**config.mk**
```make
export PLATFORM = sky130hd
export DESIGN_NAME = bchr_fifo
export DESIGN_NICKNAME = d
export VERILOG_FILES = /design/src/sv/bchr_pkg.sv /design/src/sv/bchr_fifo.sv
export SDC_FILE = /design/constraint.sdc
export NUM_CORES = 1
export LEC_CHECK = 0
export ABC_CLOCK_PERIOD_IN_PS = 2900
export BUFFER_PORTS_ARGS = -buffer_cell sky130_fd_sc_hd__buf_2
export CAP_MARGIN = 20
export CORE_AREA = 2 2 39 41
export CTS_CLUSTER_DIAMETER = 50
export DETAILED_ROUTE_END_ITERATION = 7
export DIE_AREA = 0 0 41 43
export PLACE_DENSITY = 0.68
export SYNTH_ARGS = -nofsm -noshare
export SYNTH_HDL_FRONTEND = slang
export SYNTH_SLANG_ARGS = --single-unit
```
**constraint.sdc**
```tcl
create_clock -name clk_i -period 2.9 [get_ports clk_i]
set_clock_uncertainty 0.1 [all_clocks]
set_input_delay 0.29 -clock clk_i [delete_from_list [all_inputs] [get_ports clk_i]]
set_output_delay 0.29 -clock clk_i [all_outputs]
set_load 0.05 [all_outputs]
```
**src/sv/bchr_pkg.sv**
```systemverilog
// ----------------------------------------------------------------------------
// bchr_pkg
// shared widths, codes and state types of the center-of-mass restraint block
// ----------------------------------------------------------------------------
package bchr_pkg;

  localparam int unsigned POS_W     = 32;  // signed fixed-point coordinate
  localparam int unsigned SUM_W     = 48;  // wrapping coordinate sum
  localparam int unsigned BOX_W     = 31;  // box length
  localparam int unsigned K_W       = 32;  // spring constant
  localparam int unsigned BLK_W     = 8;   // block index
  localparam int unsigned ACT_W     = 4;   // active block register
  localparam int unsigned OUT_OFF_W = 3;   // block offset result field
  localparam int unsigned CFG_IDX_W = 3;
  localparam int unsigned CFG_DAT_W = 32;
  localparam int unsigned DIV_NUM_W = 52;  // shared divider dividend
  localparam int unsigned DIV_DEN_W = 33;  // shared divider divisor
  localparam int unsigned D_W       = 52;  // signed displacement
  localparam int unsigned MUL_W     = D_W + K_W;  // serial product
  localparam int unsigned IN_DAT_W  = 104;
  localparam int unsigned OUT_DAT_W = 104;

  typedef enum logic [CFG_IDX_W-1:0] {
    CFG_START_BLOCK = 3'd0,
    CFG_ACTIVE      = 3'd1,
    CFG_SPRING      = 3'd2,
    CFG_BOX_X       = 3'd3,
    CFG_BOX_Y       = 3'd4,
    CFG_BOX_Z       = 3'd5
  } cfg_idx_e;

  typedef enum logic {
    OP_LOAD_MIN = 1'b0,
    OP_BEAD     = 1'b1
  } op_e;

  typedef enum logic [3:0] {
    B_IDLE,
    B_LOAD,
    B_DIV1,
    B_DIFF,
    B_DIV2,
    B_MUL,
    B_SAT,
    B_OUT,
    B_CLEAR
  } back_state_e;

endpackage

```
**src/sv/bchr_fifo.sv**
```systemverilog
// ----------------------------------------------------------------------------
// bchr_fifo
// short queue carrying frame-end requests from front to back
// ----------------------------------------------------------------------------
module bchr_fifo
  import bchr_pkg::*;
#(
  parameter int unsigned WIDTH = 4,
  parameter int unsigned DEPTH = 2
) (
  input  logic             clk_i,
  input  logic             rst_ni,
  input  logic             push_i,
  input  logic [WIDTH-1:0] push_data_i,
  output logic             full_o,
  input  logic             pop_i,
  output logic             valid_o,
  output logic [WIDTH-1:0] pop_data_o
);

  localparam int unsigned AW = $clog2(DEPTH);
  localparam int unsigned NW = $clog2(DEPTH + 1);

  logic [WIDTH-1:0] mem_q [DEPTH];
  logic [AW-1:0]    wr_q, rd_q;
  logic [NW-1:0]    num_q;
  logic             do_push, do_pop;

  assign full_o     = num_q == NW'(DEPTH);
  assign valid_o    = num_q != '0;
  assign do_push    = push_i && !full_o;
  assign do_pop     = pop_i && valid_o;
  assign pop_data_o = mem_q[rd_q];

  always_ff @(posedge clk_i or negedge rst_ni) begin
    if (!rst_ni) begin
      wr_q  <= '0;
      rd_q  <= '0;
      num_q <= '0;
    end else begin
      if (do_push) begin
        wr_q <= (wr_q == AW'(DEPTH - 1)) ? '0 : wr_q + 1'b1;
      end
      if (do_pop) begin
        rd_q <= (rd_q == AW'(DEPTH - 1)) ? '0 : rd_q + 1'b1;
      end
      num_q <= num_q + NW'(do_push) - NW'(do_pop);
    end
  end

  always_ff @(posedge clk_i) begin
    if (do_push) begin
      mem_q[wr_q] <= push_data_i;
    end
  end

endmodule

```
# ---- Word-level counts from Yosys, hierarchy flattened
# Memory sizes are Yosys's and may differ from the RTL's.
# Index checks and enable logic that the tools add are counted.
dict set report classes {
  eq_ne 1
  mux 4
  reduce_logical 4
  add_sub_neg 4
}
# cell n
set ops {}
lappend ops {{2-to-1 mux 1 bit} 4}
lappend ops {{adder 1 bit, second input constant} 2}
lappend ops {{adder 2 x 1 -> 2 bit} 1}
lappend ops {{== test 2 bit, second input constant} 1}
lappend ops {{logical AND 1 bit} 2}
lappend ops {{nonzero test 2 bit} 1}
lappend ops {{subtractor 2 x 1 -> 2 bit} 1}
lappend ops {{zero test 1 bit} 1}
dict set report totals {
  regBits 4
  in_bits 8
  out_inout_bits 6
  wordCells 17
  ramBits 8
  n_memories 1
}
# name depth width rd rd_clocked_by_memory_dff write_ports line_no
set memory_table {}
lappend memory_table {mem_q 2 4 1 0 1 bchr_fifo.sv:24} ;# logic [WIDTH-1:0] mem_q [DEPTH];

# ---- Logic depth before layout (Yosys ltp)
# Gate-level depths: netlist of the first run.
dict set report depth {
  word_depth 5
  depth_mapped 7
  mapped_depth_nobuf 7
}

# ---- Worst setup path before layout of the first run
# Ideal clock, no wire load.
dict set report synth_path {
  path_type {register to register}
  from {register num_q[1]}
  to {register num_q[1]}
  n_path_buf 0
  arrival_time_ps 1604
  period_less_slack_ps 1827
  path_stages_with_launch 8
  required_ps 2677
  setup_ps 123
  path_slack_ps 1073
  path_cell_list {dfrtp_1 -> or2_4 -> and2_4 -> ha_1 -> inv_1 -> ha_1 -> xnor2_1 -> xnor2_1}
}
dict set report synth_between {
  word_cells_on_any_way 7
  cone_classes {add/sub: 2; eq/ne: 1; reduce/logical: 4}
}
# item line_no
set synth_lines {}
lappend synth_lines {{start, declared} bchr_fifo.sv:26} ;# logic [NW-1:0] num_q;
lappend synth_lines {{start signal, assigned} bchr_fifo.sv:47} ;# num_q <= num_q + NW'(do_push) - NW'(do_pop);
lappend synth_lines {{nonzero test 2 bit} bchr_fifo.sv:30} ;# assign valid_o = num_q != '0;
lappend synth_lines {{via valid_o} bchr_fifo.sv:17} ;# output logic valid_o,
lappend synth_lines {{logical AND 1 bit} bchr_fifo.sv:32} ;# assign do_pop = pop_i && valid_o;
lappend synth_lines {{via do_pop} bchr_fifo.sv:27} ;# logic do_push, do_pop;
lappend synth_lines {{subtractor 2 x 1 -> 2 bit} bchr_fifo.sv:47}
# The timed path passes the listed nets, and every way through them passes these cells.
# A chain may end at the register's enable or synchronous reset.

# ---- Final worst setup path of the first run
dict set report layout_path {
  from {register num_q[1]}
  to {register num_q[1]}
}
dict set report layout_between {
  word_cells_on_any_way 7
  cone_classes {add/sub: 2; eq/ne: 1; reduce/logical: 4}
}
# item line_no
set layout_lines {}
lappend layout_lines {{nonzero test 2 bit} bchr_fifo.sv:30}
lappend layout_lines {{logical AND 1 bit} bchr_fifo.sv:32}
lappend layout_lines {{via do_pop} bchr_fifo.sv:27}
lappend layout_lines {{subtractor 2 x 1 -> 2 bit} bchr_fifo.sv:47}
# The timed path passes the listed nets, and every way through them passes these cells.

==> results of run 1 <==
-- sequential cells by signal, indices dropped and copies added, names as in the netlist --
| register | flops |
|---|---|
| num_q | 2 |
| rd_q | 1 |
| wr_q | 1 |
| mem_q | 8 |
-- repair_timing --
action                                 in CTS  in global routing
buffers inserted                            0                  0
hold buffers                                1                  0
setup endpoints to repair                   0                  0
endpoints found under the hold margin       4                  0
-- power by group --
group,internal (mW),switching [mW]
registers,0.245,0.0361
clock network,0.0531,0.0460
logic,0.122,0.220
-- layout by cell type, fill, tap and decap left out, drive strengths merged --
master	count
and2	1
and3	1
buf	13
clkbuf	4
dfrtp	4
dlygate4sd3	1
edfxtp	8
ha	2
inv	2
mux2	4
nand2	1
nand2b	1
nor2	1
or2	1
xnor2	3
xor2	1
-- per-layer routing --
metal  up-vias  share of wire [%]
li1        141                  -
met1       123                 46
met2        15                 46
met3         0                7.9
met4         0                  0
met5         -                  0
-- through the flow --
step | area (µm²) | hold WS, ns | std cells
after CTS | 611.8 | 0.1149 | 64
final | 611.8 | 0.1229 | 64
after floorplan | 490.5 | -0.1056 | 30
after detailed placement | 575.6 | 0.005754 | 59
after global placement | 575.6 | 0.004053 | 59
after global routing | 611.8 | 0.1027 | 64
-- how the worst max path moves through the flow --
| stage | slack [ns] | cells past startpoint | endpoint |
|---|---|---|---|
| 3_3_place_gp | 1.13 | 7 | num_q[1] |
| 6_report | 1.11 | 7 | num_q[1] |
| 4_1_cts | 1.09 | 7 | num_q[1] |
| 5_1_grt | 1.01 | 7 | num_q[1] |
| 2_1_floorplan | 1.07 | 7 | num_q[1] |
| 3_5_place_dp | 1.12 | 7 | num_q[1] |
-- worst max-delay path, stage by stage (launching register included) --
cell     delay (ns)
dfrtp_1        0.40
or2_4          0.26
and2_4         0.16
ha_1           0.27
inv_1          0.04
ha_1           0.18
xnor2_1        0.17
xnor2_1        0.14
-- cell families (layout without fill, tap and decap cells) --
| logic type | Yosys count | in the layout | share of synthesized area, % |
|---|---|---|---|
| flip-flops | 12 | 12 | 69.39 |
| AND/OR/NAND/NOR | 6 | 6 | 7.654 |
| XOR/XNOR | 4 | 4 | 7.144 |
| multiplexers | 4 | 4 | 9.183 |
| adder cells (fa/ha/maj) | 2 | 2 | 5.101 |
| buffers and inverters | 2 | 20 | 1.531 |
-- cell type report --
cell class | instances | area share, %
clock buffers | 4 | 4.294
inverters | 2 | 1.227
multi-input cells | 16 | 23.31
flip-flops and latches | 12 | 55.62
well taps | 16 | 3.272
repair buffers | 14 | 12.27
==> flow_summary.ini, run 1 <==
[synthesis]
synth-seq-cells = 12
postSynthCellCount = 30
synth_most_common_cell = edfxtp_1
netlist_top_cells_area = edfxtp_1 49%, dfrtp_1 20%, mux2_2 9.2%
synth_edf_count = 8
yosysSeqAreaShare_pct = 69.39
netlist_area_um2 = 490.5
async_reset_ff_share_pct = 33.33
ys.flop_type = edfxtp_1
synth.distinct_cells = 13
syn_avg_cell_area_um2 = 16.35
yosys-top-cells-count = 8 x edfxtp_1, 4 x dfrtp_1, 4 x mux2_2
yosys_warnings = 0
yosys.area.top_type = edfxtp_1
synth_nets = 40
synth_top_area_share_pct = 48.98

[cts]
cts_root_buf = clkbuf_4
cts.htree.levels = 1
cts_tree = yes
cts_inserted_buffers = 3
insertion_delay_ns = 0.26
cts_sinks = 12
post_cts_resized = 0
clkTransAtPathRegs_ns = 0.07
ctsLongestPathBuffers = 2

[floorplanning]
io_pins = 14
core-area_um2 = 1384
die_x_um = 41
die_h_um = 43
start_util_pct = 35.44
fp-row-count = 14
dieArea_um2 = 1763

[critical_path]
r2r-start = num_q[1]
r2r_setup_slack_ns = 1.11
r2r-end = num_q[1]
cp-start-kind = flip-flop
critPathLaunch = num_q[1]
cp.arrival_ns = 1.87
path_class = reg -> reg
required_ns = 2.98
r2r_cells = 7
crit_fanout = 3
cp-end-kind = flip-flop

[timing]
slew_violations = 0
fin_setup_tns_ns = 0
period_minus_slack_ns = 1.787
period_share_pct = 61.61
slew_headroom_pct = 77.91
rsz0062_at_grt = no
fmax_ghz = 0.5597
worst_pin_slew_ns = 0.3302
worst_slack_ns = 1.113
hold_viol = 0
setup_violations = 0

[grt]
grt_pass1_vias = 292
grt-ovfl-total = 0
grt_use_total_pct = 8.932
top_usage_layer = met2
use_met1_pct = 10.38
gr-usage-met2_pct = 14.06
grt_antenna_before_repair = 0
grt_start_max_net_pins = 8
met3_usage_pct = 3.141
grt_pass1_wl_um = 1035

[placed_design]
dp_slack_ns = 1.118
portBuffers = 13
place_congestion = 0.6240
dpl.hpwl_um = 562.4

[hold_path]
hp-class = in -> reg
worstHoldEndpoint = mem_q[1][0]
hold_depth = 1
min_from = push_data_i[0]

[cells_and_area]
area_growth_syn_to_layout_pct = 24.75
seq_area_um2 = 340.3
multi_input_area_um2 = 142.6
final_core_util_pct = 44.21
nNetsFinal = 59
drive_gt1_share_pct = 45.83
antenna_cells = 0
fillers = 129

[power_and_ir_drop]
p_per_area_nw_per_um2 = 1180
irDropWorstVdd_mv = 0.6180
p_total_mw = 0.7219
p_leak_nw = 0.2672

[routing]
firstDrtPassIters = 3
final_antenna_net_count = 0
routed_wl_um = 683
wl_per_cell_um = 10.67
drc = 0
via_per_inst = 4.359
vias = 279
drt-initial-drc-count = 7

[run_status]
run_status = completed

[flow_run]
cap_violations = 0
Power figures use the tool's default switching activity.
==> run 2, diff against run 1 <==
Settings changed: ABC_CLOCK_PERIOD_IN_PS 2900 to 1900.
Clock period 2.9 ns to 1.9 ns, I/O delays scaled along.
==> run 2 against run 1 <==
Effect of this change: first-iteration DRC count decreased by 57%; critical path type unchanged; sequential power increased by 52%; via count increased by 2.5%; wire length unchanged; worst hold slack got worse by 0.11 ns; core utilization increased by 1.1 points; global-route usage decreased by 0.094 points; critical endpoint unchanged; critical path depth unchanged; fmax decreased by 0.16%; cell area increased by 2.5%; combinational power increased by 64%.
==> flow_summary.ini, run 2 (synthesized netlist as in run 1, its figures left out) <==
[cells_and_area]
antenna_cells = 0
drive_gt1_share_pct = 48.98
area_growth_syn_to_layout_pct = 27.81
nNetsFinal = 60
layout_common_cells = 13 x buf_2, 8 x edfxtp_1, 4 x mux2_2, 4 x dfrtp_1, 3 x clkbuf_4
fillers = 142
largest_reg_flops = 8
final_common_cell = buf_2
reg.largest.list = mem_q (8), num_q (2)
fin_cells = 65
regMostFlops = mem_q

[power_and_ir_drop]
irDropWorstVdd_mv = 0.8816
p_per_area_nw_per_um2 = 1824
p_leak_nw = 0.2770

[flow_run]
cap_violations = 0

[timing]
period_minus_slack_ns = 1.790
hold_viol = 0
worst_pin_slew_ns = 0.3672
rsz0062_at_grt = no
fin_setup_tns_ns = 0
period_share_pct = 94.19
worst_slack_ns = 0.1103
setup_violations = 0
fmax_ghz = 0.5588
slew_violations = 0
slew_headroom_pct = 75.43

[routing]
vias = 286
wl_per_cell_um = 10.51
drt-initial-drc-count = 3
via_per_inst = 4.400
firstDrtPassIters = 3
drc = 0
final_antenna_net_count = 0
routed_wl_um = 683

[floorplanning]
start_util_pct = 35.44
io_pins = 14
fp-row-count = 14
core-area_um2 = 1384
die_x_um = 41
die_h_um = 43
dieArea_um2 = 1763

[critical_path]
required_ns = 1.95
crit_fanout = 3
cp-end-kind = flip-flop
r2r_setup_slack_ns = 0.11
cp-start-kind = flip-flop
path_class = reg -> reg
cp.arrival_ns = 1.84

[grt]
grt_start_max_net_pins = 8
grt-ovfl-total = 0
grt_pass1_vias = 268
grt_antenna_before_repair = 0
grt_pass1_wl_um = 1014
grt_use_total_pct = 8.839

[hold_path]
hp-class = in -> reg

[placed_design]
place_congestion = 0.6320
dp_slack_ns = 0.1317
portBuffers = 13
place_inst = 59

[run_status]
run_status = completed

[cts]
insertion_delay_ns = 0.26
clkTransAtPathRegs_ns = 0.07
cts_inserted_buffers = 3
cts_root_buf = clkbuf_4
cts_tree = yes
ctsLongestPathBuffers = 2
cts_sinks = 12
cts.htree.levels = 1
## run 2: changes by cell type in the layout (fill, tap and decap cells not counted), sizes merged
cell / change
buf: +1
## run 2: worst paths after layout
check / start / to / depth (start not counted)
max: num_q[1] / num_q[1] / 7
min: push_data_i[1] / mem_q[1][1] / 1
max reg2reg: num_q[1] / num_q[1] / 7
min reg2reg: wr_q / wr_q / 1
max in group asynchronous: rst_ni / num_q[1] / 2
min in group asynchronous: rst_ni / wr_q / 2
## run 2: routing by layer
| metal | track usage, % | up-vias | share of wire (%) |
|---|---|---|---|
| li1 | - | 142 | - |
| met1 | 11.11 | 131 | 46 |
| met2 | 13.13 | 13 | 44 |
| met3 | 3.141 | 0 | 9.8 |
| met4 | 4.000 | 0 | 0 |
| met5 | 0 | - | 0 |
## run 2: critical path, cell delays in order, from the launching register on
cell,delay (ns)
dfrtp_1,0.40
or2_4,0.26
and2_4,0.16
ha_1,0.26
inv_1,0.04
ha_1,0.20
xnor2_2,0.14
xnor2_1,0.12
## run 2: report_power, final
| group | switching (mW) | total [mW] | internal, mW |
|---|---|---|---|
| Clock | 0.0731 | 0.154 | 0.0810 |
| Combinational | 0.350 | 0.562 | 0.213 |
| Sequential | 0.0532 | 0.427 | 0.374 |
| Total | 0.476 | 1.14 | 0.668 |
## run 2: per-stage QoR
step,total power [mW],cell area (µm²),util (%),hold slack (ns)
after CTS,1.116,611.8,44.21,0.005475
final,1.143,626.9,45.30,0.01362
after floorplan,0.8584,490.5,-,-0.2056
after detailed placement,0.9556,575.6,41.59,-0.09660
after global routing,1.222,626.9,45.30,0.001640
after global placement,0.9480,575.6,41.59,-0.09636
## run 2: cell type report
| class | instances | area (µm²) | share of cell area, % |
|---|---|---|---|
| Inverter | 2 | 7.507 | 1.198 |
| Tap cell | 16 | 20.02 | 3.194 |
| Clock buffer | 4 | 26.28 | 4.192 |
| Sequential cell | 12 | 340.3 | 54.29 |
| Timing Repair Buffer | 15 | 82.58 | 13.17 |
| Multi-Input combinational cell | 16 | 150.1 | 23.95 |
## run 2: repair_timing
action | 4_1_cts | 5_1_grt
endpoints found under the hold margin | 4 | 0
hold buffers | 1 | 0
setup buffers | 0 | 1
gates resized for setup | 0 | 1
setup endpoints to repair | 0 | 1
