--- src/sv/bchr_pkg.sv ---
// ----------------------------------------------------------------------------
// bchr_pkg
// shared widths, codes and state types of the center-of-mass restraint block
// ----------------------------------------------------------------------------
package bchr_pkg;

  localparam int unsigned POS_W     = 32;  // signed fixed-point coordinate
  localparam int unsigned SUM_W     = 48;  // wrapping coordinate sum
  localparam int unsigned BOX_W     = 31;  // box length
  localparam int unsigned K_W       = 32;  // spring constant
  localparam int unsigned BLK_W     = 8;   // block index
  localparam int unsigned ACT_W     = 4;   // active block register
  localparam int unsigned OUT_OFF_W = 3;   // block offset result field
  localparam int unsigned CFG_IDX_W = 3;
  localparam int unsigned CFG_DAT_W = 32;
  localparam int unsigned DIV_NUM_W = 52;  // shared divider dividend
  localparam int unsigned DIV_DEN_W = 33;  // shared divider divisor
  localparam int unsigned D_W       = 52;  // signed displacement
  localparam int unsigned MUL_W     = D_W + K_W;  // serial product
  localparam int unsigned IN_DAT_W  = 104;
  localparam int unsigned OUT_DAT_W = 104;

  typedef enum logic [CFG_IDX_W-1:0] {
    CFG_START_BLOCK = 3'd0,
    CFG_ACTIVE      = 3'd1,
    CFG_SPRING      = 3'd2,
    CFG_BOX_X       = 3'd3,
    CFG_BOX_Y       = 3'd4,
    CFG_BOX_Z       = 3'd5
  } cfg_idx_e;

  typedef enum logic {
    OP_LOAD_MIN = 1'b0,
    OP_BEAD     = 1'b1
  } op_e;

  typedef enum logic [3:0] {
    B_IDLE,
    B_LOAD,
    B_DIV1,
    B_DIFF,
    B_DIV2,
    B_MUL,
    B_SAT,
    B_OUT,
    B_CLEAR
  } back_state_e;

endpackage

--- src/sv/bchr_div.sv ---
// ----------------------------------------------------------------------------
// bchr_div
// restoring divider, one quotient bit per cycle
// ----------------------------------------------------------------------------
module bchr_div
  import bchr_pkg::*;
#(
  parameter int unsigned NUM_W = 52,
  parameter int unsigned DEN_W = 33
) (
  input  logic             clk_i,
  input  logic             rst_ni,
  input  logic             start_i,
  input  logic [NUM_W-1:0] num_i,
  input  logic [DEN_W-1:0] den_i,
  output logic             done_o,
  output logic [NUM_W-1:0] quot_o,
  output logic [DEN_W-1:0] rem_o
);

  localparam int unsigned CW = $clog2(NUM_W + 1);

  logic [NUM_W-1:0] quo_q, quo_d;
  logic [DEN_W-1:0] rem_q, rem_d, den_q;
  logic [CW-1:0]    cnt_q;
  logic             run_q, done_q;
  logic [DEN_W:0]   shift, diff;
  logic             ge;

  always_comb begin
    shift = {rem_q, quo_q[NUM_W-1]};
    diff  = shift - {1'b0, den_q};
    ge    = shift >= {1'b0, den_q};
    rem_d = ge ? diff[DEN_W-1:0] : shift[DEN_W-1:0];
    quo_d = {quo_q[NUM_W-2:0], ge};
  end

  always_ff @(posedge clk_i or negedge rst_ni) begin
    if (!rst_ni) begin
      run_q  <= 1'b0;
      done_q <= 1'b0;
      cnt_q  <= '0;
    end else begin
      done_q <= 1'b0;
      if (start_i) begin
        run_q <= 1'b1;
        cnt_q <= '0;
      end else if (run_q) begin
        cnt_q <= cnt_q + 1'b1;
        if (cnt_q == CW'(NUM_W - 1)) begin
          run_q  <= 1'b0;
          done_q <= 1'b1;
        end
      end
    end
  end

  always_ff @(posedge clk_i) begin
    if (start_i) begin
      quo_q <= num_i;
      rem_q <= '0;
      den_q <= den_i;
    end else if (run_q) begin
      quo_q <= quo_d;
      rem_q <= rem_d;
    end
  end

  assign done_o = done_q;
  assign quot_o = quo_q;
  assign rem_o  = rem_q;

endmodule

--- src/sv/bchr_back.sv ---
// ----------------------------------------------------------------------------
// bchr_back
// per block: center of mass, minimum image and spring force, one axis at a time
// ----------------------------------------------------------------------------
module bchr_back
  import bchr_pkg::*;
#(
  parameter int unsigned OFF_W     = 3,
  parameter int unsigned NACT_W    = 4,
  parameter int unsigned CNT_W     = 17,
  parameter int unsigned FRAC_BITS = 16
) (
  input  logic                    clk_i,
  input  logic                    rst_ni,
  input  logic                    tok_valid_i,
  input  logic [NACT_W-1:0]       tok_nact_i,
  output logic                    tok_pop_o,
  output logic [OFF_W-1:0]        rd_off_o,
  input  logic [CNT_W-1:0]        rd_cnt_i,
  input  logic signed [SUM_W-1:0] rd_sum_i [3],
  input  logic signed [POS_W-1:0] rd_min_i [3],
  input  logic [K_W-1:0]          k_i,
  input  logic [BOX_W-1:0]        box_i [3],
  output logic                    clr_o,
  output logic                    valid_o,
  input  logic                    ready_i,
  output logic [OUT_OFF_W-1:0]    off_o,
  output logic signed [POS_W-1:0] force_o [3],
  output logic                    empty_o,
  output logic                    last_o
);

  localparam int unsigned QW = MUL_W - FRAC_BITS;

  back_state_e state_q, state_d;

  logic [NACT_W-1:0]       nact_q;
  logic [OFF_W-1:0]        off_q;
  logic [1:0]              axis_q;
  logic                    neg_q, empty_q;
  logic signed [POS_W-1:0] min_q;
  logic signed [D_W-1:0]   d_q;
  logic [MUL_W-1:0]        mag_q, acc_q;
  logic [4:0]              bit_q;
  logic                    pos_q;
  logic signed [POS_W-1:0] frc_q [3];

  // output register
  logic                    ovalid_q, olast_q, oempty_q;
  logic [OUT_OFF_W-1:0]    ooff_q;
  logic signed [POS_W-1:0] ofrc_q [3];

  // shared divider
  logic                 div_start, div_done;
  logic [DIV_NUM_W-1:0] div_num, div_quot;
  logic [DIV_DEN_W-1:0] div_den, div_rem;

  logic signed [SUM_W-1:0] sum_s;
  logic [SUM_W-1:0]        sum_mag;
  logic [BOX_W-1:0]        len;
  logic [D_W-1:0]          d_mag;
  logic signed [D_W-1:0]   com, d_new, dimg, dimg_mag;
  logic signed [33:0]      rs, rs_half;
  logic [QW-1:0]           q;
  logic signed [POS_W-1:0] frc_new;
  logic                    is_last, slot_free;

  bchr_div #(
    .NUM_W (DIV_NUM_W),
    .DEN_W (DIV_DEN_W)
  ) u_div (
    .clk_i   (clk_i),
    .rst_ni  (rst_ni),
    .start_i (div_start),
    .num_i   (div_num),
    .den_i   (div_den),
    .done_o  (div_done),
    .quot_o  (div_quot),
    .rem_o   (div_rem)
  );

  assign rd_off_o  = off_q;
  assign sum_s     = rd_sum_i[axis_q];
  assign sum_mag   = sum_s[SUM_W-1] ? -sum_s : sum_s;
  assign len       = box_i[axis_q];
  assign d_mag     = d_q[D_W-1] ? -d_q : d_q;
  assign is_last   = (NACT_W'(off_q) + 1'b1) == nact_q;
  assign slot_free = !ovalid_q || ready_i;

  // mean: magnitude rounded half away from zero, then signed
  assign com   = neg_q ? -D_W'(div_quot[SUM_W:0]) : D_W'(div_quot[SUM_W:0]);
  assign d_new = com - D_W'(min_q);

  // minimum image from remainder of (2|d| + L - 1) / 2L
  assign rs       = $signed({1'b0, div_rem}) + 34'sd1 - $signed({3'b0, len});
  assign rs_half  = rs >>> 1;
  assign dimg     = d_q[D_W-1] ? -D_W'(rs_half) : D_W'(rs_half);
  assign dimg_mag = dimg[D_W-1] ? -dimg : dimg;

  // round product half away from zero and saturate
  assign q = acc_q[MUL_W-1:FRAC_BITS] + QW'(acc_q[FRAC_BITS-1]);
  always_comb begin
    if (pos_q) begin
      if ((|q[QW-1:32]) || (q[31] && (|q[30:0]))) begin
        frc_new = POS_W'(33'h0_8000_0000);
      end else begin
        frc_new = -$signed(q[31:0]);
      end
    end else begin
      if (|q[QW-1:31]) begin
        frc_new = POS_W'(33'h0_7FFF_FFFF);
      end else begin
        frc_new = $signed(q[31:0]);
      end
    end
  end

  always_comb begin
    div_num = '0;
    div_den = '0;
    if (state_q == B_LOAD) begin
      div_num = DIV_NUM_W'(sum_mag) + DIV_NUM_W'(rd_cnt_i >> 1);
      div_den = DIV_DEN_W'(rd_cnt_i);
    end else begin
      div_num = {d_mag[D_W-2:0], 1'b0} + DIV_NUM_W'(len) - 1'b1;
      div_den = DIV_DEN_W'({len, 1'b0});
    end
  end

  // next state
  always_comb begin
    state_d = state_q;
    case (state_q)
      B_IDLE:  if (tok_valid_i) state_d = B_LOAD;
      B_LOAD:  state_d = (rd_cnt_i == '0) ? B_OUT : B_DIV1;
      B_DIV1:  if (div_done) state_d = B_DIFF;
      B_DIFF:  state_d = (len == '0) ? B_MUL : B_DIV2;
      B_DIV2:  if (div_done) state_d = B_MUL;
      B_MUL:   if (bit_q == 5'd31) state_d = B_SAT;
      B_SAT:   state_d = (axis_q == 2'd2) ? B_OUT : B_LOAD;
      B_OUT:   if (slot_free) state_d = is_last ? B_CLEAR : B_LOAD;
      B_CLEAR: state_d = B_IDLE;
      default: state_d = B_IDLE;
    endcase
  end

  // control outputs
  always_comb begin
    tok_pop_o = 1'b0;
    div_start = 1'b0;
    clr_o     = 1'b0;
    case (state_q)
      B_IDLE:  tok_pop_o = tok_valid_i;
      B_LOAD:  div_start = rd_cnt_i != '0;
      B_DIFF:  div_start = len != '0;
      B_CLEAR: clr_o     = 1'b1;
      default: ;
    endcase
  end

  always_ff @(posedge clk_i or negedge rst_ni) begin
    if (!rst_ni) begin
      state_q  <= B_IDLE;
      ovalid_q <= 1'b0;
    end else begin
      state_q <= state_d;
      if (state_q == B_OUT && slot_free) begin
        ovalid_q <= 1'b1;
      end else if (ready_i) begin
        ovalid_q <= 1'b0;
      end
    end
  end

  always_ff @(posedge clk_i) begin
    case (state_q)
      B_IDLE: begin
        nact_q <= tok_nact_i;
        off_q  <= '0;
        axis_q <= '0;
      end
      B_LOAD: begin
        neg_q   <= sum_s[SUM_W-1];
        min_q   <= rd_min_i[axis_q];
        empty_q <= rd_cnt_i == '0;
        if (rd_cnt_i == '0) begin
          for (int a = 0; a < 3; a++) begin
            frc_q[a] <= '0;
          end
        end
      end
      B_DIV1: if (div_done) d_q <= d_new;
      B_DIFF: begin
        acc_q <= '0;
        bit_q <= '0;
        mag_q <= MUL_W'(d_mag);
        pos_q <= !d_q[D_W-1] && (d_q != '0);
      end
      B_DIV2: begin
        acc_q <= '0;
        bit_q <= '0;
        if (div_done) begin
          mag_q <= MUL_W'(dimg_mag);
          pos_q <= !dimg[D_W-1] && (dimg != '0);
        end
      end
      B_MUL: begin
        if (k_i[bit_q]) acc_q <= acc_q + mag_q;
        mag_q <= mag_q << 1;
        bit_q <= bit_q + 1'b1;
      end
      B_SAT: begin
        frc_q[axis_q] <= frc_new;
        axis_q        <= (axis_q == 2'd2) ? 2'd0 : axis_q + 1'b1;
      end
      B_OUT: begin
        if (slot_free) begin
          ooff_q   <= OUT_OFF_W'(off_q);
          oempty_q <= empty_q;
          olast_q  <= is_last;
          for (int a = 0; a < 3; a++) begin
            ofrc_q[a] <= frc_q[a];
          end
          off_q  <= off_q + 1'b1;
          axis_q <= '0;
        end
      end
      default: ;
    endcase
  end

  assign valid_o = ovalid_q;
  assign off_o   = ooff_q;
  assign empty_o = oempty_q;
  assign last_o  = olast_q;
  always_comb begin
    for (int a = 0; a < 3; a++) begin
      force_o[a] = ofrc_q[a];
    end
  end

endmodule

--- config.mk ---
export PLATFORM = sky130hd
export DESIGN_NAME = bchr_back
export DESIGN_NICKNAME = d
export VERILOG_FILES = /design/src/sv/bchr_pkg.sv /design/src/sv/bchr_div.sv /design/src/sv/bchr_back.sv
export SDC_FILE = /design/constraint.sdc
export NUM_CORES = 2
export LEC_CHECK = 0
export ABC_AREA = 1
export BUFFER_PORTS_ARGS = -buffer_cell sky130_fd_sc_hd__clkbuf_2
export CORE_MARGIN = 3
export CORE_UTILIZATION = 53
export CTS_BUF_LIST = sky130_fd_sc_hd__clkbuf_16
export CTS_CLUSTER_SIZE = 24
export DETAILED_ROUTE_END_ITERATION = 8
export MAX_ROUTING_LAYER = met4
export PLACE_DENSITY = 0.76
export SLEW_MARGIN = 10
export SYNTH_ARGS = -nofsm -noshare
export SYNTH_HDL_FRONTEND = slang
export SYNTH_SLANG_ARGS = --single-unit
--- constraint.sdc ---
create_clock -name clk_i -period 18 [get_ports clk_i]
set_input_delay 1.8 -clock clk_i [delete_from_list [all_inputs] [get_ports clk_i]]
set_output_delay 1.8 -clock clk_i [all_outputs]
set_load 0.02 [all_outputs]
# --- After elaboration in Yosys (flattened, before gate mapping) ---
# Memory sizes are Yosys's and may differ from the RTL's.
# Index checks and enable logic that the tools add are counted.
classes:
  addsub: 20
  n_lt_le_gt_ge: 3
  eq_ne: 18
  n_mux: 70
  n_bitwise: 1
  reduce_logical: 36
ops:
  columns: ["op", "n"]
  rows:
  - ["$mux W52", 7]
  - ["$pmux W84 S3", 1]
  - ["$mux W32", 6]
  - ["$mux W84", 2]
  - ["$pmux W84 S2", 1]
  - ["$mux W48", 3]
  - ["$neg A52 Y52", 2]
  - ["$reduce_bool A52 Y1", 2]
  - ["$bmux W48 S2", 1]
  - ["$add A84 B84 Y84", 1]
  - ["$add A68 B1 Y68", 1]
  - ["$bmux W32 S2", 1]
  - ["$bmux W31 S2", 1]
  - ["$mux W31", 2]
  - ["$add A52 B31 Y52", 1]
  - ["$neg A33 Y52", 1]
  - ["$neg A49 Y52", 1]
  - ["$sub A52 B1 Y52 const B", 1]
  - ["$sub A52 B32 Y52", 1]
  - ["$add A48 B16 Y49", 1]
  - ["$neg A48 Y48", 1]
  - ["$reduce_or A37 Y1", 1]
  - ["$reduce_or A36 Y1", 1]
  - ["$add A33 B1 Y34 const B", 1]
  - ["other kinds (50)", 107]
totals:
  reg_bits: 405
  ram_bits: 192
  output_inout_bits: 107
  elab_cells: 174
  mem_count: 2
memory_table:
  columns: ["name", "words", "word_bits", "rd", "rd_clocked_by_memory_dff", "write_ports", "line_no", "rtl"]
  rows:
  - ["frc_q", 3, 32, 3, 0, 3, "bchr_back.sv:46", "logic signed [POS_W-1:0] frc_q [3];"]
  - ["ofrc_q", 3, 32, 3, 0, 3, "bchr_back.sv:51", "logic signed [POS_W-1:0] ofrc_q [3];"]

# --- Longest topological paths before layout ---
depth:
  word_depth: 11
  mapped_depth: 38
  depth_no_buf: 35

# --- Cells and area by module ---
# From an unflattened synthesis, not the netlist that was laid out.
unflattened:
  hier_cells: 7988
  hier_area_um2: 54384.7
by_module_without_submodules:
  columns: ["mod", "n_inst", "cells_per_inst", "area_per_inst_um2"]
  rows:
  - ["bchr_back", 1, 6877, 46439.5]
  - ["bchr_div", 1, 1111, 7945.1]

# --- Worst setup path after synthesis ---
# No wires, ideal clock.
synth_path:
  path_kind: "input-to-reg"
  startpoint: "input port ready_i"
  endpoint: "register off_q[0], in the netlist rd_off_o[0], enable pin"
  setup_time_ns: 0.320
  t_arrival_ns: 6.619
  required_ns: 17.680
  setup_slack_ns: 11.061
  stages: 4
  cell_sequence: "nor2_1 > nor2_1 > inv_1 > nand2_1"
synth_via:
  elab_chain_len: 3
synth_rtl:
  columns: ["item", "line_no", "rtl"]
  rows:
  - ["from (decl)", "bchr_back.sv:26", "input logic ready_i,"]
  - ["$logic_or A1 B1 Y1", "bchr_back.sv:88", "assign slot_free = !ovalid_q || ready_i;"]
  - ["$ne A2 B2 Y1 (no line)", null, null]
  - ["$reduce_and A2 Y1 (no line)", null, null]
  - ["to (signal assigned)", "bchr_back.sv:224", "off_q <= off_q + 1'b1;"]
  - ["to (decl)", "bchr_back.sv:38", "logic [OFF_W-1:0] off_q;"]
# No other way between the ends.
# A chain may end at the register's enable or synchronous reset.

# --- Worst setup path after layout ---
layout_path:
  startpoint: "register axis_q[0]"
  endpoint: "register mag_q[46], data pin"
layout_via:
  elab_chain_len: 11
layout_rtl:
  columns: ["item", "line_no", "rtl"]
  rows:
  - ["from (decl)", "bchr_back.sv:39", "logic [1:0] axis_q;"]
  - ["from (signal assigned)", "bchr_back.sv:214", "axis_q <= (axis_q == 2'd2) ? 2'd0 : axis_q + 1'b1;"]
  - ["$not A2 Y3 (implied by the code) *", "bchr_back.sv:85", "assign len = box_i[axis_q];"]
  - ["$bmux W31 S2 *", "bchr_back.sv:85", null]
  - ["$mux W31 (implied by the code) * (2 in series)", "bchr_back.sv:85", null]
  - ["$sub A34 B32 Y34 *", "bchr_back.sv:95", "assign rs = $signed({1'b0, div_rem}) + 34'sd1 - $signed({3'b0, len});"]
  - ["$neg A33 Y52", "bchr_back.sv:97", "assign dimg = d_q[D_W-1] ? -D_W'(rs_half) : D_W'(rs_half);"]
  - ["$mux W52 *", "bchr_back.sv:97", null]
  - ["$neg A52 Y52", "bchr_back.sv:98", "assign dimg_mag = dimg[D_W-1] ? -dimg : dimg;"]
  - ["$mux W52 *", "bchr_back.sv:98", null]
  - ["$mux W84 *", "bchr_back.sv:202", "if (div_done) begin"]
  - ["$pmux W84 S3 *", "bchr_back.sv:176", "case (state_q)"]
  - ["to (signal assigned)", "bchr_back.sv:196", "mag_q <= MUL_W'(d_mag);"]
  - ["to (signal assigned)", "bchr_back.sv:203", "mag_q <= MUL_W'(dimg_mag);"]
  - ["to (signal assigned)", "bchr_back.sv:209", "mag_q <= mag_q << 1;"]
  - ["to (decl)", "bchr_back.sv:43", "logic [MUL_W-1:0] mag_q, acc_q;"]
# Every way passes the cells marked *; elsewhere a longest branch is shown, timed or not. The select of a mux whose other input is x is not followed.

==> impl_metrics.ini <==
[status]
status = finished clean

[clock_tree]
clk_pin_slew_ns = 0.06
cts_resized = 0
htreeDepth = 3
cts_tree = yes
cts_setup_buffers = 0
cts_hold_buffers = 0
numCtsBuffers = 70
ctsRootBufferMaster = clkbuf_16
clk_latency_ns = 0.67
cts_sinks = 596
cts.path.max_buffers = 3

[synth]
ys_seq_area_share_pct = 33.0
synth.avg_cell_area_um2 = 7.07
synth_top_family_by_area = simple AND/OR/NAND/NOR gates
synth-simple-area-share_pct = 27.3
synth_area_leader_cell = edfxtp_1
synth_commonest_cells = nand2_1 (1565), inv_1 (1081), nor2_1 (993)
synth_fp_nets = 8233
netlist_area_um2 = 53000
synth_cells = 7496
synth-edff-count = 550
ys_seq_elements = 596
synth.area.mux_share_pct = 0
synth_warnings = 0
synth_top_flop_cell = edfxtp_1
synth_most_common_cell = nand2_1
synth_xor_area_share_pct = 5.31
synth_area_leaders = edfxtp_1 (31%), nand2_1 (11%), ha_1 (8.1%)
synth-compound-area-share_pct = 16.5
async_flop_share_pct = 2.18
synth_top_cell_area_share_pct = 31.2
yosys.area_share.adder_pct = 8.28
ys_types = 76

[setup_path]
critPathArrivalTime_ns = 7.17
worstPathRequired_ns = 18.49
cpMostUsedCell = nor2_1
critPathCaptureType = flop
crit_type = reg -> reg
crit_path_start_kind = flop
cp_slowest_stage_delay_ns = 1.00
rr_startpoint = axis_q[0]
cp-startpoint = axis_q[0]
slowest_stage = a2bb2oi_1
path_max_fanout = 48

[floorplanning]
coreArea_um2 = 98700
die-area_um2 = 104000
die_w_um = 322
rows = 115
start_util_pct = 53.7
fp.dieH_um = 322
ioPinCount = 497

[run]
cap_violations = 0

[route]
drtPass1Iterations = 8
drc = 0
ant_nets = 0
via_per_inst = 5.73
drtIter0Drc = 5376
wirelength_met1_um = 73300
wl_per_cell_um = 20.1
dr_wl_met2_um = 86800
vias = 53345
finalWirelength_um = 187000
top_layer_used = met4
wl_met3_um = 14500

[grt]
antenna_found_initial = 3
grt_pass1_wl_um = 283000
grt_pass1_vias = 50392
track_usage_pct = 36.1
overflow = 0
grt_start_max_net_pins = 83

[place]
hpwl_um = 153000
gp_congestion = 1.03
port_buffers = 496
dp_cells = 9175

[cells_and_area]
area_delta_synth_final_pct = 11.6
num-nets-final = 8697
drive_gt1_share_pct = 11.0
finalNonFillerCells = 9306

[timing]
rsz0062_at_grt = false
max_freq_ghz = 0.150
finalSetupViolations = 0
period_needed_ns = 6.68
skew_ns = 0.0300
finalSetupTns_ns = 0
slew_headroom_pct = 16.3
tightest_slew_ns = 1.25
hold_violations = 0
maxSlewViolCount = 0
fin_crit_sh_pct = 37.1

[min_path]
min_from = frc_q[0][16]
hold_class = reg -> reg
==> layout by cell type, fill, tap and decap left out, types with 136 or more instances in the layout <==
| cell | count |
|---|---|
| nand2_1 | 1563 |
| inv_1 | 1084 |
| nor2_1 | 989 |
| a21oi_1 | 629 |
| edfxtp_1 | 550 |
| clkbuf_2 | 496 |
| o21ai_0 | 495 |
| nand3_1 | 350 |
| ha_1 | 341 |
| xor2_1 | 227 |
| nor3_1 | 136 |
==> cell type report <==
type                       instances  area (um^2)
inverter                        1119         4220
fill                            9352        39500
sequential                       596        17500
antenna                            4         10.0
clock buffer                      70         1750
clock inverter                    57          654
multi-input combinational       5615        30500
timing repair buffer             558         2960
tap                             1287         1610
==> worst paths after layout <==
path	end	slack [ns]	cells past startpoint
worst min register to register	ofrc_q[0][16]	0.42	0
max in group asynchronous	state_q[1]	16.67	1
worst max register to register	mag_q[46]	11.32	26
worst max-delay path	mag_q[46]	11.32	26
worst min-delay path	ofrc_q[0][16]	0.42	0
min in group asynchronous	valid_o	1.04	1
==> registers in the layout, indices dropped and copies added (netlist names), 2 cells and up <==
name          count
acc_q            84
axis_q            2
bit_q             5
d_q              52
frc_q            96
mag_q            84
min_q            32
nact_q            4
off_o             3
ofrc_q           96
rd_off_o          3
state_q           4
u_div.cnt_q       6
u_div.den_q      32
u_div.quot_o     52
u_div.rem_o      33
==> logic make-up (layout without fill, tap and decap cells) <==
family	Yosys count	in the layout
simple gates	3404	3404
compound gates	1545	1545
buf+inv	1285	1804
flops	596	596
fa+ha+maj	347	347
xor+xnor	319	319
other cells	0	4
==> worst max-delay path: cells and delay by family, from the launching register on <==
family / cells / cell delay, ns
adder cells (fa/ha/maj): 2 / 0.81
flip-flops: 1 / 0.33
AO/OA/AOI/OAI: 4 / 1.50
buffers and inverters: 7 / 1.80
AND/OR/NAND/NOR: 13 / 1.94
==> through the flow <==
stage | cell area, um^2 | setup WS [ns] | util (%) | hold slack, ns
2_1_floorplan | 53000 | 11.06 | - | 0.400
3_3_place_gp | 56800 | 10.85 | 57.5 | 0.402
3_5_place_dp | 56800 | 10.81 | 57.5 | 0.405
4_1_cts | 59200 | 11.45 | 59.9 | 0.417
5_1_grt | 59200 | 10.87 | 59.9 | 0.424
6_report | 59200 | 11.32 | 59.9 | 0.416
==> routing by layer <==
metal / track usage (%) / vias to the layer above
li1: - / 26096
met1: 43.0 / 24318
met2: 59.5 / 2447
met3: 4.64 / 484
met4: 20.2 / 0
met5: - / -
Power is left out: the tool's default activity adds up to more than one toggle a clock period on the data nets, which glitch-free logic cannot reach.
